<file path="src/sv/nrtc_pkg.sv">
// Shared types, constants and helper functions for the NMEA RMC time checker.
// No dependencies; nrtc_line_parser and the core import this package.
`default_nettype none

package nrtc_pkg;

    localparam int unsigned HEADER_LEN = 6;
    localparam logic [7:0] CHAR_ZERO   = 8'd48;
    localparam logic [7:0] CHAR_NINE   = 8'd57;
    localparam logic [7:0] CHAR_STAR   = 8'h2A;
    localparam logic [7:0] CHAR_COMMA  = 8'h2C;
    localparam logic [7:0] CHAR_V      = 8'h56;
    localparam logic [15:0] HEX_DIGIT_BIAS  = 16'd48;
    localparam logic [15:0] HEX_LETTER_BIAS = 16'd55;
    localparam logic [6:0] FIELD_DEAD  = 7'd100;
    localparam logic [4:0] ZONE_RESET  = 5'd8;

    localparam logic [7:0] HEADER_TEXT [HEADER_LEN] = '{
        8'h24, 8'h47, 8'h50, 8'h52, 8'h4D, 8'h43
    };

    // Outcome of a line, valid on the transaction that carries its final character
    typedef struct packed {
        logic       accepted;
        logic [6:0] hours;
        logic [6:0] minutes;
        logic [6:0] seconds;
    } t_line_verdict;

    function automatic logic is_digit(input logic [7:0] c);
        return (c >= CHAR_ZERO) && (c <= CHAR_NINE);
    endfunction

    // One character into a two-character atoi-like time field
    function automatic logic [6:0] field_step(input logic [6:0] field,
                                              input logic [7:0] c,
                                              input logic       first);
        logic [7:0] dig;
        dig = c - CHAR_ZERO;
        if (first) begin
            return is_digit(c) ? {3'b000, dig[3:0]} : FIELD_DEAD;
        end
        if (field >= FIELD_DEAD) begin
            return FIELD_DEAD;
        end
        return is_digit(c) ? 7'(field * 7'd10) + {3'b000, dig[3:0]} : field;
    endfunction

    function automatic logic [6:0] field_value(input logic [6:0] field);
        return (field >= FIELD_DEAD) ? 7'd0 : field;
    endfunction

    // (hour field + zone) mod 24; the sum stays below 131
    function automatic logic [4:0] wrap_hour(input logic [6:0] hours,
                                             input logic [4:0] zone);
        logic [7:0] x;
        x = {1'b0, hours} + {3'b000, zone};
        if (x >= 8'd96) x = x - 8'd96;
        if (x >= 8'd48) x = x - 8'd48;
        if (x >= 8'd24) x = x - 8'd24;
        return x[4:0];
    endfunction

endpackage

`default_nettype wire

</file>
<file path="src/sv/nrtc_if.sv">
// Channel interfaces of the NMEA RMC time checker: characters in, results out,
// and the zone offset write channel. Depends on nothing.
`default_nettype none

interface nrtc_char_if;
    logic       valid;
    logic       ready;
    logic [7:0] char_byte;
    logic       line_last;

    modport source (output valid, output char_byte, output line_last, input ready);
    modport sink   (input valid, input char_byte, input line_last, output ready);
endinterface

interface nrtc_result_if;
    logic       valid;
    logic       ready;
    logic       line_accepted;
    logic       time_known;
    logic [4:0] hour_out;
    logic [6:0] minute_out;
    logic [6:0] second_out;

    modport source (output valid, output line_accepted, output time_known,
                    output hour_out, output minute_out, output second_out,
                    input ready);
    modport sink   (input valid, input line_accepted, input time_known,
                    input hour_out, input minute_out, input second_out,
                    output ready);
endinterface

interface nrtc_cfg_if;
    logic       valid;
    logic       ready;
    logic [4:0] zone_offset_hours;

    modport source (output valid, output zone_offset_hours, input ready);
    modport sink   (input valid, input zone_offset_hours, output ready);
endinterface

`default_nettype wire

</file>
<file path="src/sv/nrtc_line_parser.sv">
// Per-line sentence state: header match, status, XOR checksum, time fields.
// Depends on nrtc_pkg.
`default_nettype none

module nrtc_line_parser (
    input  wire logic                   i_clk,
    input  wire logic                   i_rst_n,
    input  wire logic                   i_take,
    input  wire logic [7:0]             i_char_byte,
    input  wire logic                   i_line_last,
    output nrtc_pkg::t_line_verdict     o_verdict
);
    import nrtc_pkg::*;

    logic [2:0]  r_pos,     n_pos;
    logic        r_hdr,     n_hdr;
    logic [1:0]  r_commas,  n_commas;
    logic        r_status,  n_status;
    logic        r_star,    n_star;
    logic [7:0]  r_xor,     n_xor;
    logic [15:0] r_sum,     n_sum;
    logic [2:0]  r_tidx,    n_tidx;
    logic [6:0]  r_hours,   n_hours;
    logic [6:0]  r_minutes, n_minutes;
    logic [6:0]  r_seconds, n_seconds;
    logic [15:0] hex_digit;
    logic        first;

    always_comb begin
        n_pos     = r_pos;
        n_hdr     = r_hdr;
        n_commas  = r_commas;
        n_status  = r_status;
        n_star    = r_star;
        n_xor     = r_xor;
        n_sum     = r_sum;
        n_tidx    = r_tidx;
        n_hours   = r_hours;
        n_minutes = r_minutes;
        n_seconds = r_seconds;
        first     = ~r_tidx[0];
        hex_digit = is_digit(i_char_byte) ? {8'd0, i_char_byte} - HEX_DIGIT_BIAS
                                          : {8'd0, i_char_byte} - HEX_LETTER_BIAS;

        if (r_pos < 3'(HEADER_LEN) && i_char_byte != HEADER_TEXT[r_pos]) begin
            n_hdr = 1'b0;
        end

        // everything after the first star feeds the received sum
        if (r_star) begin
            n_sum = {r_sum[11:0], 4'b0000} + hex_digit;
        end else if (i_char_byte == CHAR_STAR) begin
            n_star = 1'b1;
        end else if (r_pos != 3'd0) begin
            n_xor = r_xor ^ i_char_byte;
        end

        if (r_commas == 2'd2) begin
            n_status = (i_char_byte == CHAR_V);
            n_commas = 2'd3;
        end else if (r_commas < 2'd2 && i_char_byte == CHAR_COMMA) begin
            n_commas = r_commas + 2'd1;
        end

        if (r_commas != 2'd0 && r_tidx < 3'd6) begin
            if (r_tidx < 3'd2) begin
                n_hours = field_step(r_hours, i_char_byte, first);
            end else if (r_tidx < 3'd4) begin
                n_minutes = field_step(r_minutes, i_char_byte, first);
            end else begin
                n_seconds = field_step(r_seconds, i_char_byte, first);
            end
            n_tidx = r_tidx + 3'd1;
        end

        if (r_pos != 3'd7) begin
            n_pos = r_pos + 3'd1;
        end

        o_verdict.accepted = n_hdr && (n_pos >= 3'(HEADER_LEN)) && !n_status
                             && (n_sum == {8'd0, n_xor});
        o_verdict.hours    = field_value(n_hours);
        o_verdict.minutes  = field_value(n_minutes);
        o_verdict.seconds  = field_value(n_seconds);
    end

    always_ff @(posedge i_clk) begin
        // clear all per-line state after the final character
        if (!i_rst_n || (i_take && i_line_last)) begin
            r_pos     <= '0;
            r_hdr     <= 1'b1;
            r_commas  <= '0;
            r_status  <= 1'b0;
            r_star    <= 1'b0;
            r_xor     <= '0;
            r_sum     <= '0;
            r_tidx    <= '0;
            r_hours   <= '0;
            r_minutes <= '0;
            r_seconds <= '0;
        end else if (i_take) begin
            r_pos     <= n_pos;
            r_hdr     <= n_hdr;
            r_commas  <= n_commas;
            r_status  <= n_status;
            r_star    <= n_star;
            r_xor     <= n_xor;
            r_sum     <= n_sum;
            r_tidx    <= n_tidx;
            r_hours   <= n_hours;
            r_minutes <= n_minutes;
            r_seconds <= n_seconds;
        end
    end

endmodule

`default_nettype wire

</file>
<file path="src/sv/nmea_rmc_time_checker_core.sv">
// Top level of the NMEA RMC time checker: zone register, latched time, result register.
// Depends on nrtc_pkg, nrtc_if.sv and nrtc_line_parser.
//
//   channel   | dir | payload                                            | handshake
//   i_char    | in  | char_byte[7:0], line_last                          | valid/ready
//   o_result  | out | line_accepted, time_known, hour_out, minute_out,   | valid/ready
//             |     | second_out                                         |
//   i_cfg     | in  | zone_offset_hours[4:0]                             | valid/ready
//
// One character per cycle; each character updates the line state in the cycle
// it is taken, and the final character of a line loads the result register.
// i_char is ready whenever the result register is empty or being drained, so a
// stalled o_result holds new characters only while a result is still waiting.
// Reset sets the zone offset to 8, clears the latched time and the line state.
// i_cfg is always ready.
`default_nettype none

module nmea_rmc_time_checker_core (
    input  wire logic   i_clk,
    input  wire logic   i_rst_n,
    nrtc_char_if.sink   i_char,
    nrtc_result_if.source o_result,
    nrtc_cfg_if.sink    i_cfg
);
    import nrtc_pkg::*;

    logic          r_out_valid;
    logic          r_out_accepted;
    logic [4:0]    r_zone;
    logic [4:0]    r_hour,   n_hour;
    logic [6:0]    r_minute, n_minute;
    logic [6:0]    r_second, n_second;
    logic          r_known,  n_known;
    logic          take;
    logic          line_end;
    t_line_verdict verdict;

    assign i_char.ready = !r_out_valid || o_result.ready;
    assign i_cfg.ready  = 1'b1;
    assign take         = i_char.valid && i_char.ready;
    assign line_end     = take && i_char.line_last;

    nrtc_line_parser u_parser (
        .i_clk       (i_clk),
        .i_rst_n     (i_rst_n),
        .i_take      (take),
        .i_char_byte (i_char.char_byte),
        .i_line_last (i_char.line_last),
        .o_verdict   (verdict)
    );

    always_comb begin
        n_hour   = r_hour;
        n_minute = r_minute;
        n_second = r_second;
        n_known  = r_known;
        if (verdict.accepted) begin
            n_hour   = wrap_hour(verdict.hours, r_zone);
            n_minute = verdict.minutes;
            n_second = verdict.seconds;
            n_known  = 1'b1;
        end
    end

    always_ff @(posedge i_clk) begin
        if (!i_rst_n) begin
            r_out_valid    <= 1'b0;
            r_out_accepted <= 1'b0;
            r_zone         <= ZONE_RESET;
            r_hour         <= '0;
            r_minute       <= '0;
            r_second       <= '0;
            r_known        <= 1'b0;
        end else begin
            if (i_cfg.valid) begin
                r_zone <= i_cfg.zone_offset_hours;
            end
            if (line_end) begin
                r_out_valid    <= 1'b1;
                r_out_accepted <= verdict.accepted;
                r_hour         <= n_hour;
                r_minute       <= n_minute;
                r_second       <= n_second;
                r_known        <= n_known;
            end else if (o_result.ready) begin
                // drop the result once the transaction completes
                r_out_valid <= 1'b0;
            end
        end
    end

    assign o_result.valid         = r_out_valid;
    assign o_result.line_accepted = r_out_accepted;
    assign o_result.time_known    = r_known;
    assign o_result.hour_out      = r_hour;
    assign o_result.minute_out    = r_minute;
    assign o_result.second_out    = r_second;

endmodule

`default_nettype wire
</file>
<file path="src/flat_wrapper.sv">
// flat-port wrapper written by rule: the top's interface ports become plain ports
module nmea_rmc_time_checker_core_flat import nrtc_pkg::*;
  (i_clk, i_rst_n, i_char_valid, i_char_char_byte, i_char_line_last, i_char_ready, o_result_valid, o_result_line_accepted, o_result_time_known, o_result_hour_out, o_result_minute_out, o_result_second_out, o_result_ready, i_cfg_valid, i_cfg_zone_offset_hours, i_cfg_ready);
  nrtc_char_if i_char_i ();
  nrtc_result_if o_result_i ();
  nrtc_cfg_if i_cfg_i ();
  input  wire logic i_clk;
  input  wire logic i_rst_n;
  input wire logic [$bits(i_char_i.valid)-1:0] i_char_valid;
  input wire logic [$bits(i_char_i.char_byte)-1:0] i_char_char_byte;
  input wire logic [$bits(i_char_i.line_last)-1:0] i_char_line_last;
  output wire logic [$bits(i_char_i.ready)-1:0] i_char_ready;
  output wire logic [$bits(o_result_i.valid)-1:0] o_result_valid;
  output wire logic [$bits(o_result_i.line_accepted)-1:0] o_result_line_accepted;
  output wire logic [$bits(o_result_i.time_known)-1:0] o_result_time_known;
  output wire logic [$bits(o_result_i.hour_out)-1:0] o_result_hour_out;
  output wire logic [$bits(o_result_i.minute_out)-1:0] o_result_minute_out;
  output wire logic [$bits(o_result_i.second_out)-1:0] o_result_second_out;
  input wire logic [$bits(o_result_i.ready)-1:0] o_result_ready;
  input wire logic [$bits(i_cfg_i.valid)-1:0] i_cfg_valid;
  input wire logic [$bits(i_cfg_i.zone_offset_hours)-1:0] i_cfg_zone_offset_hours;
  output wire logic [$bits(i_cfg_i.ready)-1:0] i_cfg_ready;
  assign i_char_i.valid = i_char_valid;
  assign i_char_i.char_byte = i_char_char_byte;
  assign i_char_i.line_last = i_char_line_last;
  assign i_char_ready = i_char_i.ready;
  assign o_result_valid = o_result_i.valid;
  assign o_result_line_accepted = o_result_i.line_accepted;
  assign o_result_time_known = o_result_i.time_known;
  assign o_result_hour_out = o_result_i.hour_out;
  assign o_result_minute_out = o_result_i.minute_out;
  assign o_result_second_out = o_result_i.second_out;
  assign o_result_i.ready = o_result_ready;
  assign i_cfg_i.valid = i_cfg_valid;
  assign i_cfg_i.zone_offset_hours = i_cfg_zone_offset_hours;
  assign i_cfg_ready = i_cfg_i.ready;
  nmea_rmc_time_checker_core u_core (.i_clk(i_clk), .i_rst_n(i_rst_n), .i_char(i_char_i), .o_result(o_result_i), .i_cfg(i_cfg_i));
endmodule
</file>
<file path="config.mk">
export PLATFORM = sky130hd
export DESIGN_NAME = nmea_rmc_time_checker_core_flat
export DESIGN_NICKNAME = d
export VERILOG_FILES = /design/src/sv/nrtc_pkg.sv /design/src/sv/nrtc_if.sv /design/src/sv/nrtc_line_parser.sv /design/src/sv/nmea_rmc_time_checker_core.sv /design/src/flat_wrapper.sv
export SDC_FILE = /design/constraint.sdc
export NUM_CORES = 1
export LEC_CHECK = 0
export BUFFER_PORTS_ARGS = -buffer_cell sky130_fd_sc_hd__buf_2
export CAP_MARGIN = 20
export CORE_ASPECT_RATIO = 0.8
export CORE_MARGIN = 8
export CORE_UTILIZATION = 45
export CTS_CLUSTER_DIAMETER = 100
export DETAILED_ROUTE_END_ITERATION = 10
export MAX_ROUTING_LAYER = met4
export PLACE_DENSITY = 0.76
export SYNTH_ARGS = -nofsm -noshare
export SYNTH_HDL_FRONTEND = slang
export SYNTH_SLANG_ARGS = --single-unit
</file>
<file path="constraint.sdc">
create_clock -name i_clk -period 5.45 [get_ports i_clk]
set_input_delay 0.2725 -clock i_clk [delete_from_list [all_inputs] [get_ports i_clk]]
set_output_delay 0.2725 -clock i_clk [all_outputs]
set_load 0.1 [all_outputs]
</file>
======== Yosys cells after proc, flatten, opt, wreduce, memory -nomap -nowiden ========
Memory sizes are Yosys's and may differ from the RTL's.
Cells that the tools add are included.
operators by class
  eq/ne operators ......................... 7
  reductions and logical operators ........ 21
  bitwise gates (word level) .............. 2
  $lt $le $gt $ge ......................... 18
  $mul .................................... 3
  add/subtract/negate cells ............... 14
  muxes and demuxes ....................... 69
operator list
  cell                                                                                  number
  7-bit 2-to-1 mux                                                                      25
  8-bit 2-to-1 mux                                                                      9
  7-bit greater-or-equal comparator (second input constant)                             6
  16-bit 2-to-1 mux                                                                     2
  1-bit 2-to-1 mux                                                                      29
  7-bit by 4-bit adder with 7-bit output                                                3
  7-bit by 3-bit multiplier with 6-bit output (second input constant)                   3
  8-bit by 6-bit subtractor with 9-bit output (second input constant)                   2
  16-bit adder                                                                          1
  16-bit by 8-bit == test with 1-bit output                                             1
  8-bit by 6-bit == test with 1-bit output (second input constant)                      2
  8-bit by 6-bit greater-or-equal comparator with 1-bit output (second input constant)  2
  1-bit logical AND                                                                     9
  3-bit less-than comparator (second input constant)                                    3
  7-bit by 5-bit adder with 8-bit output                                                1
  8-bit by 7-bit == test with 1-bit output (second input constant)                      1
  8-bit by 5-bit greater-or-equal comparator with 1-bit output (second input constant)  1
  8-bit by 7-bit greater-or-equal comparator with 1-bit output (second input constant)  1
  8-bit by 6-bit <= comparator with 1-bit output (second input constant)                1
  8-bit inequality test                                                                 1
  8-bit by 6-bit subtractor with 8-bit output (second input constant)                   1
  8-bit by 7-bit subtractor with 8-bit output (second input constant)                   1
  8-bit XOR                                                                             1
  3-bit by 1-bit adder with 3-bit output (second input constant)                        2
  other kinds (18)                                                                      26
storage, ports and cells
  memories ................................ 1
  flip-flop bits (word level) ............. 83
  input bits .............................. 19
  logic and storage cells ................. 153
  output and inout bits ................... 24
  ROM bits ................................ 64
memories
  name              words  bits a word  rd ports  clocked after Yosys merged registers in  write ports  line                    text
  (name not given)  8      8            1         0                                        0            nrtc_line_parser.sv:45  if (r_pos < 3'(HEADER_LEN) && i_char_byte != HEADER_TEXT[r_pos]) begin

======== Logic depth before layout (Yosys ltp) ========
Gate-level depths: netlist (run 1).
  depth after elaboration ................. 21
  depth in mapped cells ................... 28
  gate-level depth less buffers ........... 27

======== Hierarchy ========
A second synthesis (run 1) with hierarchy kept.
second synthesis, totals
  cells, all modules ...................... 872
  area, all modules ....................... 6729.0 µm²
modules (own cells, without submodules)
  module                      area an instance (µm²)  cells each  instances  seq. area each (µm²)
  nrtc_line_parser            5038.6                  660         1          1121.1
  nmea_rmc_time_checker_core  1690.4                  212         1          540.5

======== Worst setup path before layout (run 1) ========
OpenSTA, ideal clock, no wires.
  path type ............................... register -> register
  start ................................... register u_core.u_parser.r_hours[3]
  end ..................................... register u_core.r_hour[3] (netlist: u_core.o_result.hour_out[3])
  setup slack ............................. -0.061 ns
  period minus slack after synthesis ...... 5.511 ns
  path buffers ............................ 1
  arrival ................................. 5.392 ns
  stages on the path, launching flop included .. 26
  library setup time ...................... 0.119 ns
  data required time ...................... 5.331 ns
  cells stage by stage .................... dfxtp_1 > ha_1 > ha_1 > fa_1 > xor2_1 > a2111o_1 > and2_4 > buf_6 > nor3_1 > nor2_1 > ha_1 > fa_1 > a21o_1 > a21oi_1 > o21bai_1 > nor3_2 > a311oi_1 > o21ai_0 > ha_1 > nand3_1 > a211oi_1 > a41o_1 > a311oi_1 > mux2i_1 > o221ai_2 > a21boi_2
between the ends
  longest elaborated chain between the ends .. 20
  elaborated cells between the ends (all ways) .. 27
  those cells by class .................... add/sub (5); mul (1); order compare (5); mux (16)
ends and longest elaborated chain
  item                                                                                                                         line                              text
  from (decl)                                                                                                                  nrtc_line_parser.sv:23            logic [6:0] r_hours, n_hours;
  from (signal assigned)                                                                                                       nrtc_line_parser.sv:110           r_hours <= n_hours;
  branches (longest 8 deep; another with 7-bit by 3-bit multiplier with 6-bit output)                                          --
  7-bit 2-to-1 mux (*)                                                                                                         nrtc_line_parser.sv:65            if (r_commas != 2'd0 && r_tidx < 3'd6) begin
  7-bit greater-or-equal comparator                                                                                            nrtc_pkg.sv:50                    return (field >= FIELD_DEAD) ? 7'd0 : field;
  7-bit 2-to-1 mux (*)                                                                                                         nrtc_pkg.sv:50
  7-bit by 5-bit adder with 8-bit output (*)                                                                                   nrtc_pkg.sv:57                    x = {1'b0, hours} + {3'b000, zone};
  8-bit by 7-bit subtractor with 8-bit output or 8-bit by 7-bit greater-or-equal comparator with 1-bit output (tied branches)  nrtc_pkg.sv:58                    if (x >= 8'd96) x = x - 8'd96;
  8-bit 2-to-1 mux (*)                                                                                                         nrtc_pkg.sv:58
  8-bit 2-to-1 mux (*)                                                                                                         nmea_rmc_time_checker_core.sv:57  if (verdict.accepted) begin
  8-bit by 6-bit subtractor with 8-bit output or 8-bit by 6-bit greater-or-equal comparator with 1-bit output (tied branches)  nrtc_pkg.sv:59                    if (x >= 8'd48) x = x - 8'd48;
  8-bit 2-to-1 mux (*)                                                                                                         nrtc_pkg.sv:59
  8-bit 2-to-1 mux (*)                                                                                                         nmea_rmc_time_checker_core.sv:57
  8-bit by 5-bit greater-or-equal comparator with 1-bit output or 5-bit subtractor (tied branches)                             nrtc_pkg.sv:60                    if (x >= 8'd24) x = x - 8'd24;
  5-bit 2-to-1 mux (*)                                                                                                         nrtc_pkg.sv:60
  to (signal assigned)                                                                                                         nmea_rmc_time_checker_core.sv:81  r_hour <= n_hour;
  to (decl)                                                                                                                    nmea_rmc_time_checker_core.sv:30  logic [4:0] r_hour, n_hour;
Every way passes the cells marked *. The select of a mux whose other input is x is not followed.
A chain may end at the register's enable or synchronous reset.

======== Final worst setup path (run 1) ========
  start ................................... register u_core.u_parser.r_hours[0]
  end ..................................... register u_core.r_hour[3] (netlist: u_core.o_result.hour_out[3])
The elaborated chain is that of the path after synthesis.

==> results of run 1 <==
[flip-flops by register name, summed over array words and instances, names as in the netlist]
register,count
u_core.u_parser.r_sum,16
u_core.u_parser.r_xor,8
u_core.o_result.minute_out,7
u_core.o_result.second_out,7
u_core.u_parser.r_hours,7
u_core.u_parser.r_minutes,7
u_core.u_parser.r_seconds,7
u_core.o_result.hour_out,5
u_core.r_zone,5
u_core.u_parser.r_pos,3
u_core.u_parser.r_tidx,3
u_core.u_parser.r_commas,2
u_core.o_result.line_accepted,1
u_core.o_result.time_known,1
u_core.o_result.valid,1
u_core.u_parser.r_hdr,1
u_core.u_parser.r_star,1
u_core.u_parser.r_status,1
[cell families after synthesis]
family	share of synthesized area
other	0.0005669
adders and majority gates	0.1245
DFF	0.2512
and+or+nand+nor	0.2065
buffers and inverters	0.05220
xor gates and xnor gates	0.08568
AOI/OAI and AO/OA	0.2476
muxes	0.03178
[area by class of cell]
cell class | count | area [µm²]
tap | 184 | 230.2
inverter | 40 | 150.1
fill | 1364 | 6765
clock buffer | 13 | 260.3
sequential | 83 | 1665
multi-input combinational | 649 | 4668
clock inverter | 3 | 46.29
timing repair buffer | 85 | 560.5
[through the flow]
stage / hold slack, ps / instances / setup WS, ps
2_1_floorplan: 401.1 / 809 / 13.36
3_3_place_gp: 443.0 / 1034 / 109.0
3_5_place_dp: 453.3 / 1034 / 19.97
4_1_cts: 155.8 / 1050 / 0.4627
5_1_grt: 169.4 / 1057 / -92.26
6_report: 168.4 / 1057 / 177.7
[cells in the mapped netlist (all sizes together) (4+ instances only)]
| master | instances |
|---|---|
| dfxtp | 83 |
| a211oi | 25 |
| nor4b | 5 |
| o21a | 4 |
| or2 | 5 |
| nor3 | 18 |
| a21o | 10 |
| a22o | 5 |
| nor2 | 87 |
| fa | 8 |
| a311oi | 5 |
| or3 | 5 |
| ha | 53 |
| nand2b | 17 |
| a31oi | 13 |
| nor3b | 6 |
| clkbuf | 20 |
| inv | 40 |
| nor2b | 19 |
| nand3 | 16 |
| and3 | 6 |
| buf | 17 |
| and2 | 11 |
| nand3b | 5 |
| a21boi | 14 |
| mux2i | 21 |
| xnor2 | 38 |
| xor2 | 19 |
| o31ai | 7 |
| o211ai | 5 |
| nand2 | 62 |
| a22oi | 4 |
| a21oi | 68 |
| o21ai | 41 |
[where the power goes]
| group | internal [µW] | leakage [µW] | switching, µW | total, µW |
|---|---|---|---|---|
| combinational | 103 | 0.00214 | 156 | 259 |
| sequential | 618 | 0.000674 | 12.9 | 631 |
| clock | 381 | 0.000146 | 248 | 629 |
| total | 1100 | 0.00296 | 418 | 1520 |
[per-layer routing]
metal / track usage / up-vias / share of wire
met5: - / - / 0
met4: 0.05581 / 0 / 0.012
met3: 0.03522 / 17 / 0.057
met2: 0.2853 / 198 / 0.45
met1: 0.2631 / 2982 / 0.48
li1: - / 3012 / -
[worst max-delay path: cells and delay by family, from the launching register on]
family | cells | cell delay, ps
mux | 2 | 350
simple gates | 4 | 810
fa+ha+maj | 6 | 1810
compound gates | 12 | 1850
flops | 1 | 350
[worst min-delay path by stage]
stage | from | end | slack, ps | cells past startpoint
after floorplan | i_cfg_zone_offset_hours[3] | u_core.r_zone[3] | 400 | 2
after global placement | u_core.o_result.time_known | u_core.o_result.time_known | 440 | 1
after detailed placement | u_core.o_result.time_known | u_core.o_result.time_known | 450 | 1
after CTS | i_cfg_zone_offset_hours[3] | u_core.r_zone[3] | 160 | 3
after global routing | i_cfg_zone_offset_hours[3] | u_core.r_zone[3] | 170 | 3
final | i_cfg_zone_offset_hours[3] | u_core.r_zone[3] | 170 | 3
[repair_timing]
| action | 4_1_cts | 5_1_grt |
|---|---|---|
| resized for setup | 0 | 18 |
| setup buffers | 0 | 6 |
| setup endpoints to repair | 0 | 2 |
==> results.toml, run 1 <==
[outcome]
outcome = "complete, no violations"

[die]
core-area_mm2 = 0.01435
start_util = 0.4611
dieWidth_um = 151.6
ioPinCount = 43
dieArea_mm2 = 0.01886
die_h_um = 124.4
rows = 39

[timing]
period_share = 0.9674
setup-tns-final_ps = 0
fmax_ghz = 0.1897
worst_pin_slew_ps = 1025
final_hold_viol_count = 0
drv_slew = 0
skew_ps = 9.612
min_period_ps = 5272
slew_headroom = 0.3144
setup_viol = 0

[worst_setup_path]
worstSetupPathType = "flip-flop to flip-flop"
cp-start-kind = "flip-flop"
critPathMaxFanout = 4
crit_start = "u_core.u_parser.r_hours[0]"
worstPathRequired_ps = 5690
end_kind = "flip-flop"
crit_slowest_cell = "fa_1"
rr_endpoint = "u_core.o_result.hour_out[3]"
reg2regPathDepth = 24
path_common_cell = "ha_2"
cpPeakStageDelay_ps = 560
endpoint = "u_core.o_result.hour_out[3]"
critical_path_arrival_ps = 5510
path_cells = "ha_2 > ha_2 > fa_1 > o211ai_1 > or3_1 > mux2i_2 > o32ai_2 > nor3_2 > nor2_1 > ha_2 > fa_2 > a21o_1 > a21oi_2 > o21bai_2 > a311oi_1 > o21ai_1 > ha_1 > nand3_1 > a211oi_1 > a41o_1 > a311oi_1 > mux2i_1 > o221ai_2 > a21boi_2"
rrSetupSlack_ps = 180
r2r-start = "u_core.u_parser.r_hours[0]"

[logic_synthesis]
yosys.area.top_type_share = 0.2512
synthFlopType = "dfxtp_1"
synth_nets = 889
yosysSeqAreaShare = 0.2512
yosysTopAreaCell = "dfxtp_1"
synth_edf_count = 0
synthesis.area_mm2 = 0.006615
synthCells = 809
synth-seq-cells = 83
yosysWarnings = 0
synthTopCellsByArea = "dfxtp_1 (25%), ha_1 (10%), a21oi_1 (5.1%)"
syn_area_per_cell_um2 = 8.177
async_reset_ff_frac = 0
synth_cell_types = 92

[clocking]
cts_root_buf = "clkbuf_16"
clk_latency_ps = 350
cts_hold_buf = 0
cts.sinks = 83
clockBufferDepth = 2
clk_pin_slew_ps = 60
cts_tree = "done"
cts_buffers = 9
htreeDepth = 3

[finish]
drive_gt1_frac = 0.1684
syn2layout_area_growth_pct = 14.60
utilization = 0.5284
diodes = 0
final_common_cell = "nor2_1"
nets = 948
fin_area_mm2 = 0.007581
layout_common_cells = "nor2_1 (83), dfxtp_1 (80), a21oi_1 (66)"

[global_routing]
first_global_vias = 5948
grt.total_usage = 0.1932
antenna_found_initial = 0
grt_pass1_wl_um = 29040
grt_overflow = 0
grt_max_degree = 55

[run]
maxCapViolations = 0

[detailed_routing]
vias = 6209
wl_per_cell_um = 16.86
dr.pass1.iters = 5
drtIter0Drc = 574
drc_errors = 0
routed_via_density = 5.874
routed_wl_um = 17820
ant_nets = 0

[placed_design]
numPortBuffers = 41
place_area_mm2 = 0.007149
dpl.hpwl_um = 13000
gp_congestion = 0.9792

[hold_path]
hold_class = "primary input to flip-flop"

[power]
ir_drop_mv = 0.2011
p_per_area_mw_per_mm2 = 200.5
p_total_uw = 1520
p_leak_uw = 0.002963
No activity file was read; power rests on OpenSTA's default activity.
==> run 2: changes to the inputs <==
--- a/config.mk
+++ b/config.mk
@@ -9,11 +9,11 @@
 export CAP_MARGIN = 20
 export CORE_ASPECT_RATIO = 0.8
 export CORE_MARGIN = 8
-export CORE_UTILIZATION = 45
+export CORE_UTILIZATION = 56
 export CTS_CLUSTER_DIAMETER = 100
 export DETAILED_ROUTE_END_ITERATION = 10
 export MAX_ROUTING_LAYER = met4
-export PLACE_DENSITY = 0.76
+export PLACE_DENSITY = 0.88
 export SYNTH_ARGS = -nofsm -noshare
 export SYNTH_HDL_FRONTEND = slang
 export SYNTH_SLANG_ARGS = --single-unit
==> results.toml, run 2 (synthesis results as in run 1) <==
[global_routing]
grt_util_met2 = 0.3606
grt.total_usage = 0.2399
grt_pass1_wl_um = 29950
antenna_found_initial = 0
grt_max_degree = 55
first_global_vias = 6039
grtUsageMet1 = 0.3143
grt_use_met3 = 0.04252
grt_overflow = 0
grt-busiest-layer = "met2"

[detailed_routing]
ant_nets = 0
routed_wl_um = 18720
drc_errors = 0
drtIter0Drc = 1097
dr.pass1.iters = 6
vias = 6510
wl_per_cell_um = 18.19
routed_via_density = 6.327

[worst_setup_path]
worst-path-buf-inv = 1
rr_endpoint = "u_core.o_result.hour_out[3]"
critPathMaxFanout = 5
r2r-start = "u_core.u_parser.r_hours[3]"
end_kind = "flip-flop"
critical_path_arrival_ps = 5690
worstSetupPathType = "flip-flop to flip-flop"
reg2regPathDepth = 24
crit_slowest_cell = "fa_1"
cpPeakStageDelay_ps = 540
path_cells = "ha_4 > ha_4 > fa_1 > o211ai_1 > or3_1 > mux2i_2 > o32ai_2 > nor3_2 > nor2_1 > ha_2 > fa_2 > a21o_1 > a21oi_2 > o21bai_2 > nor3_2 > a311oi_2 > o21ai_2 > ha_1 > buf_4 > nor3b_1 > a311oi_2 > mux2i_1 > o221ai_2 > a21boi_2"
rrSetupSlack_ps = -10
cp-start-kind = "flip-flop"
cp_top_family = "adder cells"
worstPathRequired_ps = 5680

[finish]
diodes = 0
layout_common_cells = "nor2_1 (82), dfxtp_1 (79), a21oi_1 (66)"
fin_cells = 1029
drive_gt1_frac = 0.1884
regMostFlops = "u_core.u_parser.r_sum"
final_common_cell = "nor2_1"
largest_register_ffs = 16
nets = 956
reg.largest.list = "u_core.u_parser.r_sum: 16 flops, u_core.u_parser.r_xor: 8 flops"
fin_area_mm2 = 0.007694
syn2layout_area_growth_pct = 16.30
utilization = 0.6680

[clocking]
cts_root_buf = "clkbuf_16"
clk_pin_slew_ps = 70
cts_buffers = 9
cts_hold_buf = 0
clk_latency_ps = 340
clockBufferDepth = 2
cts_tree = "done"
cts.sinks = 83
htreeDepth = 3

[outcome]
outcome = "complete, but fails checks"
violations = "setup timing"

[timing]
period_share = 1.002
min_period_ps = 5461
skew_ps = 6.395
slew_headroom = 0.3294
fin_ws_ps = -11.05
setup_viol = 1
drv_slew = 0
hold_ws_ps = 151.2
fmax_ghz = 0.1831
final_hold_viol_count = 0
rsz0062_at_grt = "true"
worst_pin_slew_ps = 1002

[placed_design]
place_area_mm2 = 0.007127
dpl.hpwl_um = 12850
gp_congestion = 0.9931
numPortBuffers = 41
pre_cts_ws_ps = -33.03
placed_cells = 1001

[power]
p_leak_uw = 0.003027
p_per_area_mw_per_mm2 = 207.6
ir_drop_mv = 0.1730

[hold_path]
holdPathStages = 3
min_from = "i_cfg_zone_offset_hours[3]"
hold_end = "u_core.r_zone[3]"
hold_class = "primary input to flip-flop"

[run]
maxCapViolations = 0

[die]
die_h_um = 113.2
start_util = 0.5744
rows = 35
core-area_mm2 = 0.01152
dieArea_mm2 = 0.01557
dieWidth_um = 137.5
ioPinCount = 43
-- run 2: cell types whose count changed in the layout (fill, tap and decap cells not counted), sizes merged --
cell | before | now
buf | 85 | 93
bufinv | 1 | 2
clkinvlp | 1 | 0
-- run 2: layout make-up --
| type | count | area [µm²] |
|---|---|---|
| Clock inverter | 3 | 68.82 |
| Sequential cell | 83 | 1667 |
| Tap cell | 148 | 185.2 |
| Multi-Input combinational cell | 649 | 4732 |
| Fill cell | 879 | 3824 |
| Timing Repair Buffer | 93 | 620.6 |
| Inverter | 40 | 150.1 |
| Clock buffer | 13 | 270.3 |
-- run 2: where the power goes --
part	switching [µW]	total (µW)	internal (µW)
sequential	13.4	631	618
clock	258	698	440
combinational	161	268	107
total	432	1600	1170
-- run 2: tightest hold or removal path, stage by stage --
cell and delay, ps:
buf_2 80, mux2i_1 60, nand2_1 60
-- run 2: what timing repair did --
item	in CTS	in global routing
pin swaps	3	25
cloned	0	0
gates resized for setup	4	26
setup buffers	3	8
setup endpoints to repair	1	2
-- run 2: per-layer routing --
| metal | up-vias | wire [µm] |
|---|---|---|
| li1 | 3030 | - |
| met4 | 0 | 552 |
| met5 | - | 0 |
| met1 | 3017 | 8021 |
| met3 | 63 | 1660 |
| met2 | 400 | 8484 |
-- run 2: stage by stage --
stage / total power (µW) / setup TNS [ps]
after floorplan: 821.3 / 0
after detailed placement: 890.7 / -33.03
after global placement: 885.2 / 0
after global routing: 1644 / -266.1
after CTS: 1582 / 0
final: 1597 / -11.05
-- run 2: worst max path at each step --
stage / startpoint / endpoint / slack [ps] / cells past startpoint
after detailed placement: u_core.u_parser.r_hours[1] / u_core.o_result.hour_out[3] / -30 / 25
after global routing: u_core.u_parser.r_hours[3] / u_core.o_result.hour_out[3] / -270 / 24
final: u_core.u_parser.r_hours[3] / u_core.o_result.hour_out[3] / -10 / 24
after floorplan: u_core.u_parser.r_hours[3] / u_core.o_result.hour_out[3] / 10 / 25
after global placement: u_core.u_parser.r_hours[1] / u_core.o_result.hour_out[3] / 130 / 24
after CTS: u_core.u_parser.r_hours[1] / u_core.o_result.hour_out[3] / 5 / 24
